==> config.mk <==
export PLATFORM = sky130hd
export DESIGN_NAME = anchor_point_placer
export DESIGN_NICKNAME = d
export VERILOG_FILES = /design/src/rtl/apl_pkg.sv /design/src/rtl/apl_axis.sv /design/src/rtl/apl_step.sv /design/src/rtl/anchor_point_placer.sv
export VERILOG_INCLUDE_DIRS = /design/src /design/src/rtl
export SDC_FILE = /design/constraint.sdc
export NUM_CORES = 1
export LEC_CHECK = 0
export ABC_CLOCK_PERIOD_IN_PS = 31500
export CAP_MARGIN = 20
export CORE_MARGIN = 5
export CORE_UTILIZATION = 60
export DETAILED_ROUTE_END_ITERATION = 6
export DONT_BUFFER_PORTS = 1
export GPL_ROUTABILITY_DRIVEN = 0
export PLACE_DENSITY_LB_ADDON = 0.25
export SYNTH_ARGS = -nofsm -noshare
export SYNTH_HDL_FRONTEND = slang
export SYNTH_HIERARCHICAL = 1
export SYNTH_SLANG_ARGS = --single-unit
==> constraint.sdc <==
create_clock -name clk -period 31.5 [get_ports clk]
set_clock_uncertainty 0.15 [all_clocks]
set_input_delay 3.15 -clock clk [delete_from_list [all_inputs] [get_ports clk]]
set_output_delay 3.15 -clock clk [all_outputs]
set_load 0.02 [all_outputs]
==> src/rtl/anchor_point_placer_assert.svh <==
// Assertion macros for the anchor point placer.
// Used inside modules that have clk and rst_n; no other dependencies.
`ifndef ANCHOR_POINT_PLACER_ASSERT_SVH
`define ANCHOR_POINT_PLACER_ASSERT_SVH

// same-cycle implication, checked out of reset
`define APL_ASSERT_IMP(lbl, ante, cons, msg) \
  lbl: assert property (@(posedge clk) disable iff (!rst_n) (ante) |-> (cons)) \
    else $error(msg);

// next-cycle implication, checked out of reset
`define APL_ASSERT_NXT(lbl, ante, cons, msg) \
  lbl: assert property (@(posedge clk) disable iff (!rst_n) (ante) |=> (cons)) \
    else $error(msg);

`endif

==> src/rtl/apl_pkg.sv <==
// Shared types, constants and ring tables for the anchor point placer.
// No dependencies; used by apl_axis, apl_step and anchor_point_placer.
`default_nettype none

package apl_pkg;

  typedef enum logic [2:0] {
    CMD_CYCLE   = 3'd0,
    CMD_SET     = 3'd1,
    CMD_SNAP    = 3'd2,
    CMD_NUDGE   = 3'd3,
    CMD_COMPUTE = 3'd4,
    CMD_CLEAR   = 3'd5
  } cmd_e_t;

  typedef enum logic [1:0] {
    ST_OK       = 2'd0,
    ST_INVALID  = 2'd1,
    ST_OVERFLOW = 2'd2
  } status_t;

  typedef enum logic [1:0] {
    DIR_LEFT  = 2'd0,
    DIR_RIGHT = 2'd1,
    DIR_UP    = 2'd2,
    DIR_DOWN  = 2'd3
  } dir_t;

  localparam logic [3:0]  SLOT_NONE   = 4'd9;
  localparam logic [3:0]  RING_LAST   = 4'd8;
  localparam logic [3:0]  GRID_CELLS  = 4'd9;
  localparam logic [31:0] INSET_LIMIT = 32'd512;

  typedef struct packed {
    cmd_e_t             command;
    logic        [3:0]  grid_pos;
    logic        [1:0]  direction;
    logic signed [31:0] delta_x;
    logic signed [31:0] delta_y;
    logic signed [31:0] rect_x;
    logic signed [31:0] rect_y;
    logic        [30:0] rect_width;
    logic        [30:0] rect_height;
    logic signed [31:0] safe_x;
    logic signed [31:0] safe_y;
  } item_t;

  typedef struct packed {
    status_t            status;
    logic signed [31:0] point_x;
    logic signed [31:0] point_y;
    logic        [3:0]  anchor;
  } result_t;

  // ring order: centre, then clockwise from top-left
  function automatic logic [1:0] ring_col(input logic [3:0] slot);
    logic [1:0] c;
    case (slot)
      4'd0:    c = 2'd1;
      4'd1:    c = 2'd0;
      4'd2:    c = 2'd1;
      4'd3:    c = 2'd2;
      4'd4:    c = 2'd2;
      4'd5:    c = 2'd2;
      4'd6:    c = 2'd1;
      4'd7:    c = 2'd0;
      4'd8:    c = 2'd0;
      default: c = 2'd1;
    endcase
    return c;
  endfunction

  function automatic logic [1:0] ring_row(input logic [3:0] slot);
    logic [1:0] r;
    case (slot)
      4'd0:    r = 2'd1;
      4'd1:    r = 2'd0;
      4'd2:    r = 2'd0;
      4'd3:    r = 2'd0;
      4'd4:    r = 2'd1;
      4'd5:    r = 2'd2;
      4'd6:    r = 2'd2;
      4'd7:    r = 2'd2;
      4'd8:    r = 2'd1;
      default: r = 2'd1;
    endcase
    return r;
  endfunction

  // row-major grid position to ring slot
  function automatic logic [3:0] grid_to_ring(input logic [3:0] pos);
    logic [3:0] s;
    case (pos)
      4'd0:    s = 4'd1;
      4'd1:    s = 4'd2;
      4'd2:    s = 4'd3;
      4'd3:    s = 4'd8;
      4'd4:    s = 4'd0;
      4'd5:    s = 4'd4;
      4'd6:    s = 4'd7;
      4'd7:    s = 4'd6;
      4'd8:    s = 4'd5;
      default: s = 4'd0;
    endcase
    return s;
  endfunction

  function automatic logic [3:0] ring_at(input logic [1:0] col, input logic [1:0] row);
    logic [3:0] idx;
    idx = {row, 2'b00} - {2'b00, row} + {2'b00, col};
    return grid_to_ring(idx);
  endfunction

endpackage

`default_nettype wire

==> src/rtl/apl_axis.sv <==
// One axis of the point computation: inset, cell pick or fallback, nudge add, clamp.
// Depends on apl_pkg.
`default_nettype none

module apl_axis (
  input  wire logic signed [31:0] origin,
  input  wire logic        [30:0] size,
  input  wire logic        [1:0]  pick,
  input  wire logic signed [31:0] offset,
  input  wire logic               use_fallback,
  input  wire logic signed [31:0] fallback,
  output logic signed [31:0]      point
);

  logic        [31:0] span_m1;
  logic               empty;
  logic        [31:0] quarter;
  logic        [31:0] inset;
  logic        [31:0] half;
  logic        [31:0] far_end;
  logic        [31:0] rel;
  logic        [33:0] base;
  logic        [33:0] sum;
  logic               ovf;

  assign span_m1 = {1'b0, size} - 32'd1;
  assign empty   = (size == '0);
  assign quarter = {2'b00, span_m1[31:2]};
  assign inset   = empty ? 32'd0
                 : ((quarter > apl_pkg::INSET_LIMIT) ? apl_pkg::INSET_LIMIT : quarter);
  assign half    = empty ? 32'd0 : {1'b0, span_m1[31:1]};
  assign far_end = span_m1 - inset;

  always_comb begin
    case (pick)
      2'd0:    rel = inset;
      2'd1:    rel = half;
      default: rel = far_end;
    endcase
  end

  assign base = use_fallback ? {{2{fallback[31]}}, fallback}
              : ({{2{origin[31]}}, origin} + {{2{rel[31]}}, rel});
  assign sum  = base + {{2{offset[31]}}, offset};
  assign ovf  = !((sum[33:31] == 3'b000) || (sum[33:31] == 3'b111));

  assign point = ovf ? (sum[33] ? 32'sh8000_0000 : 32'sh7fff_ffff) : sum[31:0];

endmodule

`default_nettype wire

==> src/rtl/apl_step.sv <==
// Command decode and anchor/nudge state; produces one result per word.
// Depends on apl_pkg and apl_axis.
`default_nettype none

module apl_step (
  input  wire logic            clk,
  input  wire logic            rst_n,
  input  wire logic            fire,
  input  wire apl_pkg::item_t  item,
  output apl_pkg::result_t     res
);

  logic        [3:0]  anchor_r, anchor_nxt;
  logic signed [31:0] offset_x_r, offset_x_nxt;
  logic signed [31:0] offset_y_r, offset_y_nxt;
  logic        [1:0]  col, row;
  logic        [1:0]  snap_col, snap_row;
  logic        [32:0] nx, ny;
  logic               no_anchor;
  logic signed [31:0] px, py;
  apl_pkg::status_t   status;

  assign no_anchor = (anchor_r == apl_pkg::SLOT_NONE);
  assign col       = apl_pkg::ring_col(anchor_r);
  assign row       = apl_pkg::ring_row(anchor_r);
  assign nx = {offset_x_r[31], offset_x_r} + {item.delta_x[31], item.delta_x};
  assign ny = {offset_y_r[31], offset_y_r} + {item.delta_y[31], item.delta_y};

  apl_axis u_axis_x (
    .origin       (item.rect_x),
    .size         (item.rect_width),
    .pick         (col),
    .offset       (offset_x_r),
    .use_fallback (no_anchor),
    .fallback     (item.safe_x),
    .point        (px)
  );

  apl_axis u_axis_y (
    .origin       (item.rect_y),
    .size         (item.rect_height),
    .pick         (row),
    .offset       (offset_y_r),
    .use_fallback (no_anchor),
    .fallback     (item.safe_y),
    .point        (py)
  );

  always_comb begin
    anchor_nxt   = anchor_r;
    offset_x_nxt = offset_x_r;
    offset_y_nxt = offset_y_r;
    status       = apl_pkg::ST_OK;
    snap_col     = no_anchor ? 2'd1 : col;
    snap_row     = no_anchor ? 2'd1 : row;
    case (item.command)
      apl_pkg::CMD_CYCLE: begin
        anchor_nxt   = (no_anchor || anchor_r == apl_pkg::RING_LAST) ? 4'd0 : anchor_r + 4'd1;
        offset_x_nxt = '0;
        offset_y_nxt = '0;
      end
      apl_pkg::CMD_SET: begin
        if (item.grid_pos >= apl_pkg::GRID_CELLS) begin
          status = apl_pkg::ST_INVALID;
        end else begin
          anchor_nxt   = apl_pkg::grid_to_ring(item.grid_pos);
          offset_x_nxt = '0;
          offset_y_nxt = '0;
        end
      end
      apl_pkg::CMD_SNAP: begin
        case (apl_pkg::dir_t'(item.direction))
          apl_pkg::DIR_LEFT:  snap_col = 2'd0;
          apl_pkg::DIR_RIGHT: snap_col = 2'd2;
          apl_pkg::DIR_UP:    snap_row = 2'd0;
          default:            snap_row = 2'd2;
        endcase
        anchor_nxt   = apl_pkg::ring_at(snap_col, snap_row);
        offset_x_nxt = '0;
        offset_y_nxt = '0;
      end
      apl_pkg::CMD_NUDGE: begin
        if (item.delta_x == '0 && item.delta_y == '0) begin
          status = apl_pkg::ST_INVALID;
        end else if ((nx[32] != nx[31]) || (ny[32] != ny[31])) begin
          status = apl_pkg::ST_OVERFLOW;
        end else begin
          offset_x_nxt = nx[31:0];
          offset_y_nxt = ny[31:0];
        end
      end
      apl_pkg::CMD_COMPUTE: begin
        status = apl_pkg::ST_OK;
      end
      apl_pkg::CMD_CLEAR: begin
        anchor_nxt   = apl_pkg::SLOT_NONE;
        offset_x_nxt = '0;
        offset_y_nxt = '0;
      end
      default: begin
        status = apl_pkg::ST_INVALID;
      end
    endcase
  end

  always_comb begin
    res.status  = status;
    res.point_x = (item.command == apl_pkg::CMD_COMPUTE) ? px : 32'sd0;
    res.point_y = (item.command == apl_pkg::CMD_COMPUTE) ? py : 32'sd0;
    res.anchor  = anchor_nxt;
  end

  always_ff @(posedge clk) begin
    if (!rst_n) begin
      anchor_r   <= apl_pkg::SLOT_NONE;
      offset_x_r <= '0;
      offset_y_r <= '0;
    end else if (fire) begin
      anchor_r   <= anchor_nxt;
      offset_x_r <= offset_x_nxt;
      offset_y_r <= offset_y_nxt;
    end
  end

endmodule

`default_nettype wire

==> src/rtl/anchor_point_placer.sv <==
// Anchor point placer: input register, command step, result register.
// Depends on apl_pkg, apl_step (and apl_axis), anchor_point_placer_assert.svh.
//
// Usage:
//   Input channel in_*: one command word per handshake; in_tuser carries the
//   command code, in_tdata the arguments. Output channel out_*: exactly one
//   result word per command, in order; out_tuser carries the status.
//   A word accepted is held in the input register, then its result is
//   registered on out_*. Throughput: one word per cycle while out_tready holds;
//   state from one command is seen by the very next one.
//   The rate is set by the single step stage between the input register and
//   the result register, which also updates the anchor and nudge state.
//   Reset (rst_n low, synchronous): both stages empty, anchor none, nudge 0.
//   Receiver stall: the result is held on out_*; if the input register is empty,
//   one more word is taken into it, then in_tready drops until out_tready returns.
`default_nettype none

module anchor_point_placer (
  input  wire logic         clk,
  input  wire logic         rst_n,
  input  wire logic         in_tvalid,
  output logic              in_tready,
  // grid_pos[3:0] direction[5:4] delta_x[37:6] delta_y[69:38] rect_x[101:70]
  // rect_y[133:102] rect_width[164:134] rect_height[195:165] safe_x[227:196]
  // safe_y[259:228], zero pad [263:260]
  input  wire logic [263:0] in_tdata,
  // command[2:0]
  input  wire logic [2:0]   in_tuser,
  output logic              out_tvalid,
  input  wire logic         out_tready,
  // point_x[31:0] point_y[63:32] anchor[67:64], zero pad [71:68]
  output logic [71:0]       out_tdata,
  // status[1:0]
  output logic [1:0]        out_tuser
);

  logic             in_v_r;
  logic             out_v_r;
  apl_pkg::item_t   item_r, item_nxt;
  apl_pkg::result_t res_r, res_nxt;
  logic             adv;
  logic             fire;
  logic             res_fail;
  logic             point_zero;
  logic             clear_fire;
  logic             clear_seen;

  assign adv       = !out_v_r || out_tready;
  assign fire      = in_v_r && adv;
  assign in_tready = !in_v_r || adv;

  always_comb begin
    item_nxt.command     = apl_pkg::cmd_e_t'(in_tuser);
    item_nxt.grid_pos    = in_tdata[3:0];
    item_nxt.direction   = in_tdata[5:4];
    item_nxt.delta_x     = in_tdata[37:6];
    item_nxt.delta_y     = in_tdata[69:38];
    item_nxt.rect_x      = in_tdata[101:70];
    item_nxt.rect_y      = in_tdata[133:102];
    item_nxt.rect_width  = in_tdata[164:134];
    item_nxt.rect_height = in_tdata[195:165];
    item_nxt.safe_x      = in_tdata[227:196];
    item_nxt.safe_y      = in_tdata[259:228];
  end

  apl_step u_step (
    .clk   (clk),
    .rst_n (rst_n),
    .fire  (fire),
    .item  (item_r),
    .res   (res_nxt)
  );

  always_ff @(posedge clk) begin
    if (!rst_n) begin
      in_v_r  <= 1'b0;
      out_v_r <= 1'b0;
    end else begin
      if (in_tready) begin
        in_v_r <= in_tvalid;
      end
      if (adv) begin
        out_v_r <= in_v_r;
      end
    end
    if (in_tready && in_tvalid) begin
      item_r <= item_nxt;
    end
    if (fire) begin
      res_r <= res_nxt;
    end
  end

  assign out_tvalid = out_v_r;
  assign out_tdata  = {4'b0000, res_r.anchor, res_r.point_y, res_r.point_x};
  assign out_tuser  = res_r.status;

  assign res_fail   = out_v_r && (res_r.status != apl_pkg::ST_OK);
  assign point_zero = (res_r.point_x == '0) && (res_r.point_y == '0);
  assign clear_fire = fire && (item_r.command == apl_pkg::CMD_CLEAR);
  assign clear_seen = out_v_r && (res_r.anchor == apl_pkg::SLOT_NONE)
                   && (res_r.status == apl_pkg::ST_OK);

`include "anchor_point_placer_assert.svh"

  `APL_ASSERT_IMP(a_anchor_range, out_v_r, res_r.anchor <= apl_pkg::SLOT_NONE, "anchor range")
  `APL_ASSERT_IMP(a_point_zero, res_fail, point_zero, "point set on failed command")
  `APL_ASSERT_IMP(a_stall_full, !in_tready, in_v_r && out_v_r, "input stalled with free stage")
  `APL_ASSERT_NXT(a_clear, clear_fire, clear_seen, "clear did not drop anchor")

endmodule

`default_nettype wire
Yosys cells after proc, flatten, opt, wreduce, memory -nomap -nowiden
Memories as Yosys holds them, arrays and structs flattened. A register that Yosys moved wholly into a read port is not among the register bits.
Index checks and enable logic that the tools add are counted.
- bits in registers: 403
- memory bits (read-only): 192
- input bits: 271
- output and inout bits: 76
- word-level logic and storage cells: 123
- memories kept: 4
- memories (name ; depth ; width ; rd ports ; clocked after Yosys merged registers in ; wr ports ; RTL line ; RTL):
    (name not given) ; 16 ; 4 ; 1 ; 1 ; 0 ; apl_pkg.sv:93 ; case (pos)
    (name not given) ; 16 ; 4 ; 1 ; 0 ; 0 ; apl_pkg.sv:93 ;
    (name not given) ; 16 ; 2 ; 1 ; 1 ; 0 ; apl_pkg.sv:75 ; case (slot)
    (name not given) ; 16 ; 2 ; 1 ; 1 ; 0 ; apl_pkg.sv:58 ; case (slot)
- add/sub/neg operators: 13
- order comparisons: 3
- eq/ne operators: 18
- muxes and demuxes: 39
- reduce and logical (&&, ||, !) cells: 26
- operator list (operator ; number):
    32-bit two-way mux ; 9
    32-bit case mux with 3 select lines ; 2
    32-bit by 32-bit adder with 33-bit output ; 4
    32-bit case mux with 2 select lines ; 2
    30-bit two-way mux ; 4
    34-bit adder ; 2
    34-bit two-way mux ; 2
    32-bit logical NOT ; 2
    31-bit by 1-bit subtractor with 32-bit output (second input constant) ; 2
    32-bit by 30-bit subtractor with 32-bit output ; 2
    31-bit logical NOT ; 2
    31-bit two-way mux ; 2
    30-bit by 10-bit greater-than comparator with 1-bit output (second input constant) ; 2
    4-bit two-way mux ; 7
    4-bit case mux with 4 select lines ; 1
    3-bit == test (second input constant) ; 4
    2-bit two-way mux ; 6
    3-bit logical NOT ; 3
    4-bit == test (second input constant) ; 2
    2-bit case mux with 2 select lines ; 2
    2-bit by 1-bit == test with 1-bit output (second input constant) ; 3
    3-bit by 2-bit == test with 1-bit output (second input constant) ; 2
    2-bit logical NOT ; 3
    1-bit logical OR ; 6
    17 further kinds ; 23

Depth between registers and ports, before layout
- word-level depth: 12
- depth in mapped cells: 48
- depth with buffers taken out: 46

Modules after synthesis
Netlist, hierarchy kept.
- modules (own cells, without submodules) (module ; instances ; cells each ; area each (um2) ; seq. area each (um2)):
    anchor_point_placer ; 1 ; 347 ; 10137.2 ; 10039.6
    apl_step ; 1 ; 906 ; 7268.2 ; 1441.4
    apl_axis (u_step.u_axis_x) ; 1 ; 970 ; 6441.2 ; 0.0
    apl_axis (u_step.u_axis_y) ; 1 ; 947 ; 6328.6 ; 0.0

Worst setup path after synthesis
OpenSTA, ideal clock, no wires.
- path type: input to register
- from: input port out_tready
- to: register item_r[0] (netlist name), enable pin
- library setup time: 0.975 ns
- data arrival time: 15.826 ns
- data required time: 30.375 ns
- setup slack: 14.549 ns
- cell stages on the path: 2
- path buffers: 0
- cells stage by stage: nor2b_4 > a21oi_1
- word-level cells in the longest chain between the ends: 3
- ends and longest elaborated chain (element ; RTL line ; RTL):
    start: declaration ; anchor_point_placer.sv:30 ; input wire logic out_tready,
    1-bit logical OR ; anchor_point_placer.sv:48 ; assign adv = !out_v_r || out_tready;
    1-bit logical OR ; anchor_point_placer.sv:50 ; assign in_tready = !in_v_r || adv;
    1-bit logical AND ; anchor_point_placer.sv:86 ; if (in_tready && in_tvalid) begin
    end signal: assignment ; anchor_point_placer.sv:87 ; item_r <= item_nxt;
    end: declaration ; anchor_point_placer.sv:39 ; apl_pkg::item_t item_r, item_nxt;
Every way passes these cells.
A chain may end at the register's enable or synchronous reset.

Worst setup path after layout
- from: register item_r[98] (netlist name)
- to: register res_r, in the netlist out_tdata[4], data pin
- word-level cells in the longest chain between the ends: 12
- elaborated cells on any way between the ends: 16
- classes of those cells: 4 x add/sub; 1 x order compare; 1 x eq/ne; 7 x mux; 3 x reduce/logical
- ends and longest elaborated chain (element ; RTL line ; RTL):
    31-bit by 1-bit subtractor with 32-bit output ; apl_axis.sv:26 ; assign span_m1 = {1'b0, size} - 32'd1;
    30-bit by 10-bit greater-than comparator with 1-bit output ; apl_axis.sv:30 ; : ((quarter > apl_pkg::INSET_LIMIT) ? apl_pkg::INSET_LIMIT : quarter);
    30-bit two-way mux ; apl_axis.sv:30 ;
    30-bit two-way mux ; apl_axis.sv:29 ; assign inset = empty ? 32'd0
    32-bit by 30-bit subtractor with 32-bit output ; apl_axis.sv:32 ; assign far_end = span_m1 - inset;
    32-bit case mux with 2 select lines * ; apl_axis.sv:35 ; case (pick)
    32-bit by 32-bit adder with 33-bit output * ; apl_axis.sv:43 ; : ({{2{origin[31]}}, origin} + {{2{rel[31]}}, rel});
    34-bit two-way mux * ; apl_axis.sv:42 ; assign base = use_fallback ? {{2{fallback[31]}}, fallback}
    34-bit adder * ; apl_axis.sv:44 ; assign sum = base + {{2{offset[31]}}, offset};
    3-bit == test or 3-bit logical NOT (tied branches) ; apl_axis.sv:45 ; assign ovf = !((sum[33:31] == 3'b000) || (sum[33:31] == 3'b111));
    1-bit logical OR ; apl_axis.sv:45 ;
    32-bit two-way mux * ; apl_axis.sv:47 ; assign point = ovf ? (sum[33] ? 32'sh8000_0000 : 32'sh7fff_ffff) : sum[31:0];
    net u_step.px[4] ; apl_step.sv:20 ; logic signed [31:0] px, py;
    end signal: assignment ; anchor_point_placer.sv:90 ; res_r <= res_nxt;
    end: declaration ; anchor_point_placer.sv:40 ; apl_pkg::result_t res_r, res_nxt;
Mark *: on every way through the listed nets, which the timed path passes. The rest lies on a longest branch.

==> metrics.txt <==
# TYPE chip_impl_metric gauge
chip_impl_info{name="status",value="finished clean"} 1
chip_impl_metric{name="cts_buffer_depth",unit=""} 3
chip_impl_metric{name="design_power_total",unit="mW"} 1.555
chip_impl_metric{name="static-leakage-power",unit="nW"} 13.30
chip_impl_info{name="r2r_end",value="out_tdata[4]$_DFFE_PP_"} 1
chip_impl_metric{name="worstPathArrival",unit="ps"} 12640
chip_impl_metric{name="die_y",unit="um"} 234.3
chip_impl_metric{name="timing.reg2reg.worst_path_depth",unit=""} 43
chip_impl_metric{name="number_of_standard_cells_after_synthesis",unit=""} 3170
chip_impl_metric{name="antenna_violations_before_repair",unit=""} 21
chip_impl_metric{name="drt-vias-per-instance",unit=""} 6.490
chip_impl_metric{name="drt-total-wl",unit="um"} 82590
chip_impl_metric{name="final_layout_size_suffix_gt1_frac",unit=""} 0.04961
chip_impl_metric{name="finish.cell_count_without_fillers",unit=""} 3895
chip_impl_metric{name="drv_slew",unit=""} 0
chip_impl_metric{name="final_setup_violating_endpoints",unit=""} 0
chip_impl_metric{name="drt-initial-drc-count",unit=""} 2489
chip_impl_metric{name="number_of_enable_type_register_cells_in_the_synthesized_netlist",unit=""} 333
chip_impl_metric{name="post_cts.repair.setup_buffers",unit=""} 0
chip_impl_metric{name="crit_path_max_fanout",unit=""} 31
chip_impl_metric{name="clk_latency",unit="ps"} 580
chip_impl_metric{name="power.density_cell_area",unit="nW/um2"} 48.10
chip_impl_metric{name="vias",unit=""} 25280
chip_impl_metric{name="syn_area",unit="um2"} 30180
chip_impl_metric{name="worst_path_largest_cell_delay",unit="ps"} 710
chip_impl_metric{name="cts_htree_levels",unit=""} 2
chip_impl_metric{name="num-fill-cells",unit=""} 4001
chip_impl_metric{name="ff_latch_area",unit="um2"} 11480
chip_impl_metric{name="maximum_number_of_pins_on_one_net_before_global_route_repair",unit=""} 178
chip_impl_metric{name="core_area",unit="um2"} 49970
chip_impl_metric{name="min_path_cells",unit=""} 1
chip_impl_metric{name="hold_slack",unit="ps"} 384.1
chip_impl_metric{name="globalRouteOverflowTotal",unit=""} 0
chip_impl_metric{name="hpwlAfterDp",unit="um"} 63730
chip_impl_metric{name="first_global_vias",unit=""} 23470
chip_impl_metric{name="max-vdd-ir-drop",unit="mV"} 0.05319
chip_impl_metric{name="hold_buffers",unit=""} 0
chip_impl_metric{name="cts_resized",unit=""} 0
chip_impl_metric{name="timing.fmax",unit="MHz"} 80.37
chip_impl_info{name="synth_ff_type",value="sky130_fd_sc_hd__edfxtp_1"} 1
chip_impl_metric{name="synth-async-reset-ratio",unit=""} 0
chip_impl_metric{name="route.detailed.drc",unit=""} 0
chip_impl_metric{name="final_min_period_over_clock_period",unit=""} 0.3950
chip_impl_metric{name="grt_pass1_wl",unit="um"} 125000
chip_impl_info{name="path_delay_family",value="compound AO/OA/AOI/OAI gates"} 1
chip_impl_metric{name="relSlewSlack",unit=""} 0.2447
chip_impl_metric{name="std_cell_rows",unit=""} 82
chip_impl_metric{name="register_area_share_after_synthesis",unit=""} 0.3805
chip_impl_info{name="mostFrequentLayoutCell",value="sky130_fd_sc_hd__edfxtp_1"} 1
chip_impl_info{name="cts_tree",value="yes"} 1
chip_impl_metric{name="worstPathRequired",unit="ps"} 31690
chip_impl_metric{name="final.min_clock_period",unit="ps"} 12440
chip_impl_metric{name="fin_tns_setup",unit="ps"} 0
chip_impl_metric{name="initial_core_util",unit=""} 0.6039
chip_impl_metric{name="portBuffers",unit=""} 0
chip_impl_metric{name="die_w",unit="um"} 234.3
chip_impl_metric{name="yosys_register_bits",unit=""} 407
chip_impl_metric{name="yosys.area.top_type_share",unit=""} 0.3314
chip_impl_metric{name="syn2layout_area_growth",unit="%"} 7.153
chip_impl_info{name="crit_end",value="out_tdata[4]$_DFFE_PP_"} 1
chip_impl_info{name="clock-root-buffer",value="sky130_fd_sc_hd__clkbuf_16"} 1
chip_impl_metric{name="synthesis.area_per_instance",unit="um2"} 9.519
chip_impl_metric{name="ff2ff_setup_slack",unit="ps"} 19060
chip_impl_metric{name="count_of_distinct_cell_types_in_the_synthesized_netlist",unit=""} 107
chip_impl_metric{name="clock-sinks",unit=""} 407
chip_impl_metric{name="worst-slew-pin-transition",unit="ps"} 1123
chip_impl_info{name="area_leader_netlist",value="sky130_fd_sc_hd__edfxtp_1"} 1
chip_impl_metric{name="dp.cells",unit=""} 3793
chip_impl_metric{name="wl_per_cell",unit="um"} 21.20
chip_impl_metric{name="dp_slack",unit="ps"} 19450
chip_impl_metric{name="global_route.usage.total",unit=""} 0.2850
chip_impl_info{name="unrepaired_setup_endpoints_after_global_routing",value="no"} 1
chip_impl_info{name="critical_path.endpoint_type",value="register"} 1
chip_impl_metric{name="finish.net_count",unit=""} 3720
chip_impl_info{name="setup.worst_path.start",value="item_r[98]$_DFFE_PP_"} 1
chip_impl_metric{name="drt_pass1_iterations",unit=""} 6
chip_impl_info{name="cp_class",value="register to register"} 1
chip_impl_metric{name="cts_made_buffers",unit=""} 45
chip_impl_info{name="timing.critical_path.slowest_stage_cell",value="sky130_fd_sc_hd__nor3_2"} 1
chip_impl_info{name="ys_top_cells_by_area",value="sky130_fd_sc_hd__edfxtp_1, sky130_fd_sc_hd__ha_1, sky130_fd_sc_hd__dfxtp_1"} 1
chip_impl_metric{name="max-cap-violations",unit=""} 0
chip_impl_metric{name="io_pins",unit=""} 347
chip_impl_metric{name="multi_input_comb_area",unit="um2"} 17870
chip_impl_info{name="crit-reg2reg-launch",value="item_r[98]$_DFFE_PP_"} 1
chip_impl_metric{name="cp_num_cells",unit=""} 43
chip_impl_info{name="layout.cells.most_common_list",value="sky130_fd_sc_hd__edfxtp_1, sky130_fd_sc_hd__nand2_1, sky130_fd_sc_hd__ha_1"} 1
chip_impl_metric{name="path_buf_inv",unit=""} 2
chip_impl_metric{name="final_hold_viol_count",unit=""} 0
chip_impl_info{name="worst_hold_path_type",value="register to register"} 1
chip_impl_info{name="critPathLaunchType",value="register"} 1
chip_impl_metric{name="ys.warnings.count",unit=""} 6
chip_impl_metric{name="post-route-worst-setup-slack",unit="ps"} 19060
chip_impl_metric{name="ant_nets",unit=""} 0
chip_impl_metric{name="dieArea",unit="um2"} 54880
chip_impl_metric{name="clkTransAtPathRegs",unit="ps"} 60
## stage by stage
stage,utilization,cell area (um2)
after floorplan,-,30310
after global placement,0.6161,30780
after detailed placement,0.6161,30780
after CTS,0.6457,32260
after global routing,0.6470,32330
final,0.6471,32330
## kinds of logic (layout without fill, tap and decap cells)
group	count (synthesis)	after routing	share of synthesized area
AND/OR/NAND/NOR	932	932	0.1567
multiplexers	16	16	0.005846
AO/OA/AOI/OAI	1044	1044	0.2284
flip-flops	407	407	0.3805
adder cells (fa/ha/maj)	280	280	0.1183
XOR/XNOR	262	262	0.07654
other	3	58	0.0003732
buffers and inverters	226	224	0.03334
## cells in the mapped netlist, drive strengths merged, types with 10 or more instances
| library cell | count |
|---|---|
| nand3 | 52 |
| nand2b | 31 |
| and2 | 13 |
| a21oi | 253 |
| and3 | 90 |
| nand2 | 287 |
| xor2 | 122 |
| edfxtp | 333 |
| ha | 271 |
| a211oi | 45 |
| dfxtp | 74 |
| xnor2 | 140 |
| o31ai | 20 |
| nor2b | 26 |
| o22ai | 16 |
| nor2 | 179 |
| a211o | 17 |
| or2 | 16 |
| o21bai | 32 |
| or4 | 11 |
| a22oi | 17 |
| a21o | 103 |
| buf | 33 |
| nor3 | 72 |
| o211ai | 25 |
| inv | 123 |
| nor4 | 50 |
| a21boi | 10 |
| nor3b | 11 |
| a31o | 10 |
| clkbuf | 68 |
| or3 | 28 |
| o21a | 42 |
| o31a | 11 |
| a22o | 82 |
| o21ai | 259 |
| a31oi | 17 |
| nand4 | 36 |
## power breakdown
group / internal [mW] / switching, mW
logic: 0.146 / 0.241
clock network: 0.309 / 0.217
registers: 0.615 / 0.0281
## worst min path at each step
| stage | end | start |
|---|---|---|
| 2_1_floorplan | u_step/offset_x_r[0]$_SDFFE_PN0P_ | u_step/offset_x_r[0]$_SDFFE_PN0P_ |
| 3_3_place_gp | u_step/offset_y_r[0]$_SDFFE_PN0P_ | u_step/offset_y_r[0]$_SDFFE_PN0P_ |
| 3_5_place_dp | u_step/offset_x_r[4]$_SDFFE_PN0P_ | u_step/offset_x_r[4]$_SDFFE_PN0P_ |
| 4_1_cts | u_step/offset_x_r[4]$_SDFFE_PN0P_ | u_step/offset_x_r[4]$_SDFFE_PN0P_ |
| 5_1_grt | u_step/offset_x_r[2]$_SDFFE_PN0P_ | u_step/offset_x_r[2]$_SDFFE_PN0P_ |
| 6_report | u_step/offset_x_r[4]$_SDFFE_PN0P_ | u_step/offset_x_r[4]$_SDFFE_PN0P_ |
## final cells by class
| cell class | count | share of cell area |
|---|---|---|
| multi-input combinational | 2574 | 0.5526 |
| sequential | 407 | 0.3551 |
| clock buffer | 62 | 0.03808 |
| tap | 672 | 0.02600 |
| inverter | 125 | 0.01455 |
| clock inverter | 21 | 0.007585 |
| timing repair buffer | 16 | 0.004721 |
| antenna | 18 | 0.001393 |
## registers in the layout (all words and copies together), names as in the netlist
| name | count |
|---|---|
| item_r | 263 |
| out_tdata | 68 |
| u_step/offset_x_r | 32 |
| u_step/offset_y_r | 32 |
| u_step/anchor_r | 4 |
| out_tuser | 2 |
| u_step/col | 2 |
| u_step/row | 2 |
| in_v_r | 1 |
| out_tvalid | 1 |
## per-layer routing
layer  GRT usage  share of wire  vias up
met5           0        0.00041        -
met4      0.1052          0.035        4
met3     0.04988          0.082      187
met2      0.4540           0.45     1219
met1      0.3924           0.43    11880
li1            -              -    11990
Power figures use the tool's default switching activity.
